--- src/sv/lda_collapsed_gibbs_token_sampler_unit_macros.svh ---
// Assertion helpers shared by the sampler RTL.
`ifndef LDA_COLLAPSED_GIBBS_TOKEN_SAMPLER_UNIT_MACROS_SVH
`define LDA_COLLAPSED_GIBBS_TOKEN_SAMPLER_UNIT_MACROS_SVH

// Same-cycle implication, clocked on i_clk, off during reset.
`define LDAGS_ASSERT_IMP(lbl, ante, cons) \
    lbl: assert property (@(posedge i_clk) disable iff (!i_rst_n) (ante) |-> (cons)) \
        else $error("ldags: same-cycle check failed");

// Next-cycle implication, clocked on i_clk, off during reset.
`define LDAGS_ASSERT_NXT(lbl, ante, cons) \
    lbl: assert property (@(posedge i_clk) disable iff (!i_rst_n) (ante) |=> (cons)) \
        else $error("ldags: next-cycle check failed");

`endif

--- src/sv/ldags_pkg.sv ---
`default_nettype none
package ldags_pkg;

    localparam int CNT_W = 17;
    localparam int W_W   = 48;   // Q.16 weight
    localparam int A_W   = 34;   // count*2^16 + prior
    localparam int D_W   = 38;   // total*2^16 + V*beta
    localparam int VB_W  = 37;
    localparam int RED_W = 40;   // index fold compare width

    localparam logic [CNT_W-1:0] CNT_MAX = '1;

    localparam logic [1:0] REQ_INIT     = 2'd0;
    localparam logic [1:0] REQ_RESAMPLE = 2'd1;
    localparam logic [1:0] REQ_READ     = 2'd2;
    localparam logic [1:0] REQ_NONE     = 2'd3;

    localparam logic [1:0] CFG_NUM_TOPICS = 2'd0;
    localparam logic [1:0] CFG_VOCAB_SIZE = 2'd1;
    localparam logic [1:0] CFG_ALPHA      = 2'd2;
    localparam logic [1:0] CFG_BETA       = 2'd3;

    typedef struct packed {
        logic [1:0]  req_type;
        logic [11:0] word_id;
        logic [9:0]  doc_id;
        logic [15:0] token_id;
        logic [5:0]  given_topic;
        logic [31:0] random_fraction;
    } t_req;

    typedef struct packed {
        logic [5:0]       chosen_topic;
        logic [CNT_W-1:0] word_topic_count;
        logic [CNT_W-1:0] doc_topic_count;
        logic [CNT_W-1:0] topic_total;
        logic             status;
    } t_res;

    typedef enum logic [3:0] {
        ST_CLEAR, ST_IDLE, ST_REDUCE, ST_TOK_RD, ST_OLD_RD, ST_OLD_WR,
        ST_W_RD, ST_W_MUL, ST_W_DIV, ST_THR0, ST_THR1, ST_SCAN_RD,
        ST_SCAN_CMP, ST_CNT_RD, ST_CNT_WR
    } t_state;

    typedef enum logic [2:0] {
        DV_IDLE, DV_MUL0, DV_MUL1, DV_CHK, DV_LOOP
    } t_div_state;

    function automatic logic [CNT_W-1:0] cnt_inc(input logic [CNT_W-1:0] c);
        return (c == CNT_MAX) ? c : c + CNT_W'(1);
    endfunction

    function automatic logic [CNT_W-1:0] cnt_dec(input logic [CNT_W-1:0] c);
        return (c == '0) ? c : c - CNT_W'(1);
    endfunction

endpackage
`default_nettype wire

--- src/sv/ldags_muldiv.sv ---
`default_nettype none
// w = min(floor(a*b/d), 2^48-1), d >= 1; two multiply steps, then one quotient bit a cycle.
module ldags_muldiv import ldags_pkg::*; (
    input  wire logic           i_clk,
    input  wire logic           i_rst_n,
    input  wire logic           i_start,
    input  wire logic [A_W-1:0] i_a,
    input  wire logic [A_W-1:0] i_b,
    input  wire logic [D_W-1:0] i_d,
    output logic                o_done,
    output logic [W_W-1:0]      o_w
);
    localparam int BL_W = 17;
    localparam int BH_W = A_W - BL_W;
    localparam int PR_W = A_W + BL_W;
    localparam int P_W  = 2 * A_W;
    localparam int H_W  = P_W - W_W;

    t_div_state r_state, n_state;
    logic [A_W-1:0]  r_a;
    logic [BL_W-1:0] r_bl;
    logic [BH_W-1:0] r_bh;
    logic [D_W-1:0]  r_d;
    logic [P_W-1:0]  r_p;
    logic [D_W:0]    r_rem;
    logic [W_W-1:0]  r_q;
    logic [5:0]      r_cnt;
    logic            r_done;

    logic [BL_W-1:0] mul_b;
    logic [PR_W-1:0] prod;
    logic [D_W:0]    rem2;
    logic            q_bit;
    logic            sat;

    always_comb begin
        n_state = r_state;
        unique case (r_state)
            DV_IDLE: if (i_start) n_state = DV_MUL0;
            DV_MUL0: n_state = DV_MUL1;
            DV_MUL1: n_state = DV_CHK;
            DV_CHK:  n_state = sat ? DV_IDLE : DV_LOOP;
            DV_LOOP: if (r_cnt == '0) n_state = DV_IDLE;
            default: n_state = DV_IDLE;
        endcase
    end

    always_comb begin
        mul_b = (r_state == DV_MUL0) ? r_bl : BL_W'(r_bh);
        prod  = PR_W'(r_a) * PR_W'(mul_b);
        sat   = D_W'(r_p[P_W-1:W_W]) >= r_d;
        rem2  = {r_rem[D_W-1:0], r_p[W_W-1]};
        q_bit = rem2 >= {1'b0, r_d};
    end

    always_ff @(posedge i_clk) begin
        if (!i_rst_n) begin
            r_state <= DV_IDLE;
            r_done  <= 1'b0;
        end else begin
            r_state <= n_state;
            r_done  <= (r_state == DV_CHK && sat) || (r_state == DV_LOOP && r_cnt == '0);
        end
    end

    always_ff @(posedge i_clk) begin
        case (r_state)
            DV_IDLE: begin
                r_a  <= i_a;
                r_bl <= i_b[BL_W-1:0];
                r_bh <= i_b[A_W-1:BL_W];
                r_d  <= i_d;
            end
            DV_MUL0: r_p <= P_W'(prod);
            DV_MUL1: r_p <= r_p + (P_W'(prod) << BL_W);
            DV_CHK: begin
                r_rem <= (D_W+1)'(r_p[P_W-1:W_W]);
                r_cnt <= 6'(W_W - 1);
                r_q   <= '1;
                if (H_W > 0) r_p <= r_p;
            end
            DV_LOOP: begin
                r_rem <= q_bit ? rem2 - {1'b0, r_d} : rem2;
                r_q   <= {r_q[W_W-2:0], q_bit};
                r_p   <= r_p << 1;
                r_cnt <= r_cnt - 6'd1;
            end
            default: r_cnt <= r_cnt;
        endcase
    end

    assign o_done = r_done;
    assign o_w    = r_q;
endmodule
`default_nettype wire

--- config.mk ---
export PLATFORM = sky130hd
export DESIGN_NAME = ldags_muldiv
export DESIGN_NICKNAME = d
export VERILOG_FILES = /design/src/sv/lda_collapsed_gibbs_token_sampler_unit_macros.svh /design/src/sv/ldags_pkg.sv /design/src/sv/ldags_muldiv.sv
export SDC_FILE = /design/constraint.sdc
export NUM_CORES = 2
export LEC_CHECK = 0
export BUFFER_PORTS_ARGS = -buffer_cell sky130_fd_sc_hd__buf_2
export CAP_MARGIN = 5
export CORE_MARGIN = 1.5
export CORE_UTILIZATION = 55
export DETAILED_ROUTE_END_ITERATION = 16
export PLACE_DENSITY = 0.73
export SYNTH_ARGS = -nofsm -noshare
export SYNTH_HDL_FRONTEND = slang
export SYNTH_SLANG_ARGS = --single-unit
export TNS_END_PERCENT = 50
--- constraint.sdc ---
create_clock -name i_clk -period 28.2 [get_ports i_clk]
set_input_delay 0 -clock i_clk [delete_from_list [all_inputs] [get_ports i_clk]]
set_output_delay 0 -clock i_clk [all_outputs]
set_load 0.01 [all_outputs]
==> summary.md <==
| Metric | Value |
|---|---|
| End point of the critical path | `r_p[67]` |
| Worst-Skew Late Latency | `~0.57 ns` |
| RR Startpoint | `r_state[0]` |
| NumNets Final | `around 4600` |
| Synthesized net count | `approximately 4500` |
| Async set-or-reset flop fraction in the synthesized netlist | `0%` |
| Detailed-route via count | `between 20000 and 30000` |
| Initial core utilization | `55.7%` |
| Syn avg cell area | `9.40 um^2` |
| Mapped Cells | `between 3000 and 4000` |
| Row Count | `just over 90` |
| Crit path max-delay cell type | `mux2_2` |
| Largest stage delay, worst path | `approximately 0.84 ns` |
| ANT cells | `0` |
| RSZ-0062 raised after global routing | `false` |
| Seq/Total Area, Yosys | `a little under a quarter` |
| Flop2flop setup slack | `roughly 17 ns` |
| Clk slew on worst S/H paths | `roughly 0.06 ns` |
| #FFs+latches synth | `270` |
| Endpoints failing setup | `0` |
| Iter 0 DRT Violations | `between 2000 and 2500` |
| Worst hold path class | `primary input to flip-flop` |
| DRT Wirelength | `just under 90000 um` |
| Port bufs | `~160` |
| Ys flop type | `edfxtp_1` |
| F_max | `slightly above 90 MHz` |
| CP startpoint | `r_state[0]` |
| Layout cells sized above 1 | `~7.5%` |
| Die ar. | `roughly 64000 um^2` |
| Setup crit end kind | `flip-flop` |
| DRC errors left | `0` |
| Synth unique cells | `81` |
| Final cycle utilization of the critical path | `38.6%` |
| Slew margin rel. | `around a third` |
| Ys Warns | `0` |
| First-pass GRT wire length | `144000 um` |
| Area Overhead vs Synth | `10.5%` |
| Clock skew | `about 0.021 ns` |
| Multi-input logic area | `23100 um^2` |
| Cell taking the most area after synthesis | `fa_1` |
| H-tree levels | `2` |
| Startpoint Class | `flip-flop` |
| Max clock buf depth | `3` |
| Pre-Repair DR Iteration Count | `6` |
| Post-DP HPWL | `66600 um` |
| Largest net degree at the start of global routing | `between 70 and 80` |
| Antenna violations before repair | `0` |
| CTS Buf Count | `35` |
| Final routed wire length divided by cell count | `between 15 and 20 um` |
| Fill cells | `between 5000 and 6000` |
| Number of global-route vias before repair | `~27000` |
| Top cells by area, synth | `fa_1 (28%), edfxtp_1 (23%), ha_1 (8.6%)` |
| CTS tree | `yes` |
| Setup TNS | `0 ns` |
| Die X | `between 200 and 300 um` |
| Die height | `between 200 and 300 um` |
| Fin. Hold Viols | `0` |
| Mapped Area | `34400 um^2` |
| IO Pins | `158` |
| Clock sinks | `270` |
| Yosys top cell area share | `about 28%` |
| MaxCap Viol Count | `0` |
| Critical R2R Capture | `r_p[67]` |
| Worst-margin pin slew | `0.976 ns` |
| Worst EP arrival | `~11 ns` |
| Register area | `around 8000 um^2` |
| Reg2Reg Depth | `38` |
| Final worst path period need | `10.89 ns` |
| Routability cong. | `around 0.96` |
| Post-CTS Setup Bufs | `0` |
| CP max FO | `34` |
| Core area | `approximately 62000 um^2` |
| GRT Util Overall | `between 20% and 30%` |
| Pins Over Slew Limit | `0` |
| Drt via density | `5.67` |
| Setup CP Type | `flip-flop to flip-flop` |
| CP Data Required Time | `roughly 29 ns` |
| Status | `finished clean` |
| Root buffer cell | `clkbuf_16` |
| Total gr overflow | `0` |
| Post-route ant nets | `0` |
| Number of flops mapped to enable cells by yosys | `around 270` |
==> state kept, by name (all words and copies together) (netlist names) <==
| signal | flops |
|---|---|
| o_w | 48 |
| r_bl | 17 |
| r_p | 68 |
| r_d | 38 |
| r_state | 3 |
| r_a | 34 |
| o_done | 1 |
| r_bh | 17 |
| r_cnt | 6 |
| r_rem | 38 |
==> cells by family after synthesis <==
kind of cell,count (synthesis),share of synthesized area [%]
multiplexers,45,1.38
flip-flops,270,23.5
AND/OR/NAND/NOR,1079,14.8
adder cells (fa/ha/maj),717,36.6
buffers and inverters,845,9.29
AO/OA/AOI/OAI,575,11.2
XOR/XNOR,124,3.21
==> worst max-delay path: cells and delay by family, from the launching register on <==
kind	cells	cell delay (ns)
simple gates	5	0.93
fa+ha+maj	8	3.72
mux	2	0.99
compound gates	14	2.92
buf+inv	7	0.86
flops	1	0.72
xor+xnor	2	0.42
==> placed cells by master (no fill, tap or decap), types with 9 or more instances in the layout <==
master         instances
a211oi_1               9
a21boi_0               9
a21o_1               105
a21oi_1              137
a221o_1               13
a22o_1                17
a31oi_1               14
and2_1               198
and3_1                17
buf_2                157
buf_4                 26
clkbuf_16             35
dlygate4sd3_1        108
edfxtp_1             266
fa_1                 481
ha_1                 236
inv_1                668
mux2_2                18
mux2i_1               27
nand2_1              547
nand2b_1              65
nand3_1               24
nand4_1               40
nor2_1               114
nor2b_1               14
nor3_1                13
o211ai_1              14
o21a_1                12
o21ai_0              121
o21ai_1               13
o21bai_1              23
o22ai_1               12
xnor2_1               70
xor2_1                52
==> area by class of cell <==
cell class	count	share of cell area (%)
multi-input combinational	2540	60.9
clock inverter	22	0.633
timing repair buffer	291	5.43
inverter	668	6.60
clock buffer	41	2.42
tap	837	2.76
sequential	270	21.2
==> timing repair <==
action / 4_1_cts / 5_1_grt
hold buffers: 108 / 0
endpoints found under the hold margin: 110 / 0
gates resized for setup: 0 / 0
==> synth_stat cells (13+ instances only) <==
cell	number
a21o_1	105
a21oi_1	137
a221o_1	13
a22o_1	17
a31oi_1	14
and2_1	199
and3_1	17
buf_1	16
clkbuf_1	150
edfxtp_1	266
fa_1	481
ha_1	236
inv_1	668
mux2_2	18
mux2i_1	27
nand2_1	549
nand2b_1	65
nand3_1	24
nand4_1	40
nor2_1	114
nor2b_1	14
nor3_1	15
o211ai_1	14
o21ai_0	122
o21ai_1	13
o21bai_1	23
xnor2_1	70
xor2_1	52
==> worst min-delay path by stage <==
stage / start / endpoint / slack (ns) / cells past startpoint
global route: i_a[30] / r_a[30] / 0.13 / 2
global placement: i_d[16] / r_d[16] / 0.18 / 1
floorplan: i_a[0] / r_a[0] / 0.1 / 0
finish: i_a[12] / r_a[12] / 0.14 / 2
CTS: i_b[15] / r_bl[15] / 0.10 / 2
detailed placement: i_a[24] / r_a[24] / 0.18 / 1
==> routing by layer <==
metal / track usage (%) / routed length, um
met3: 4.25 / 6540
met1: 39.5 / 37900
met4: 9.97 / 3020
met2: 46.4 / 41900
met5: 0 / 0
==> metrics by stage <==
step	cell area (um^2)	std cells	hold slack, ns	setup WS (ns)	util (%)
after floorplan	34400	3655	0.0989	18.38	-
after global placement	35700	4498	0.176	17.67	57.9
after detailed placement	35700	4498	0.178	17.44	57.9
after CTS	38000	4669	0.104	17.44	61.5
after global routing	38000	4669	0.134	16.71	61.5
final	38000	4669	0.139	17.31	61.5
Power is not shown: default switching activity piles up to over one toggle a cycle in this logic, so the estimate is an artifact.
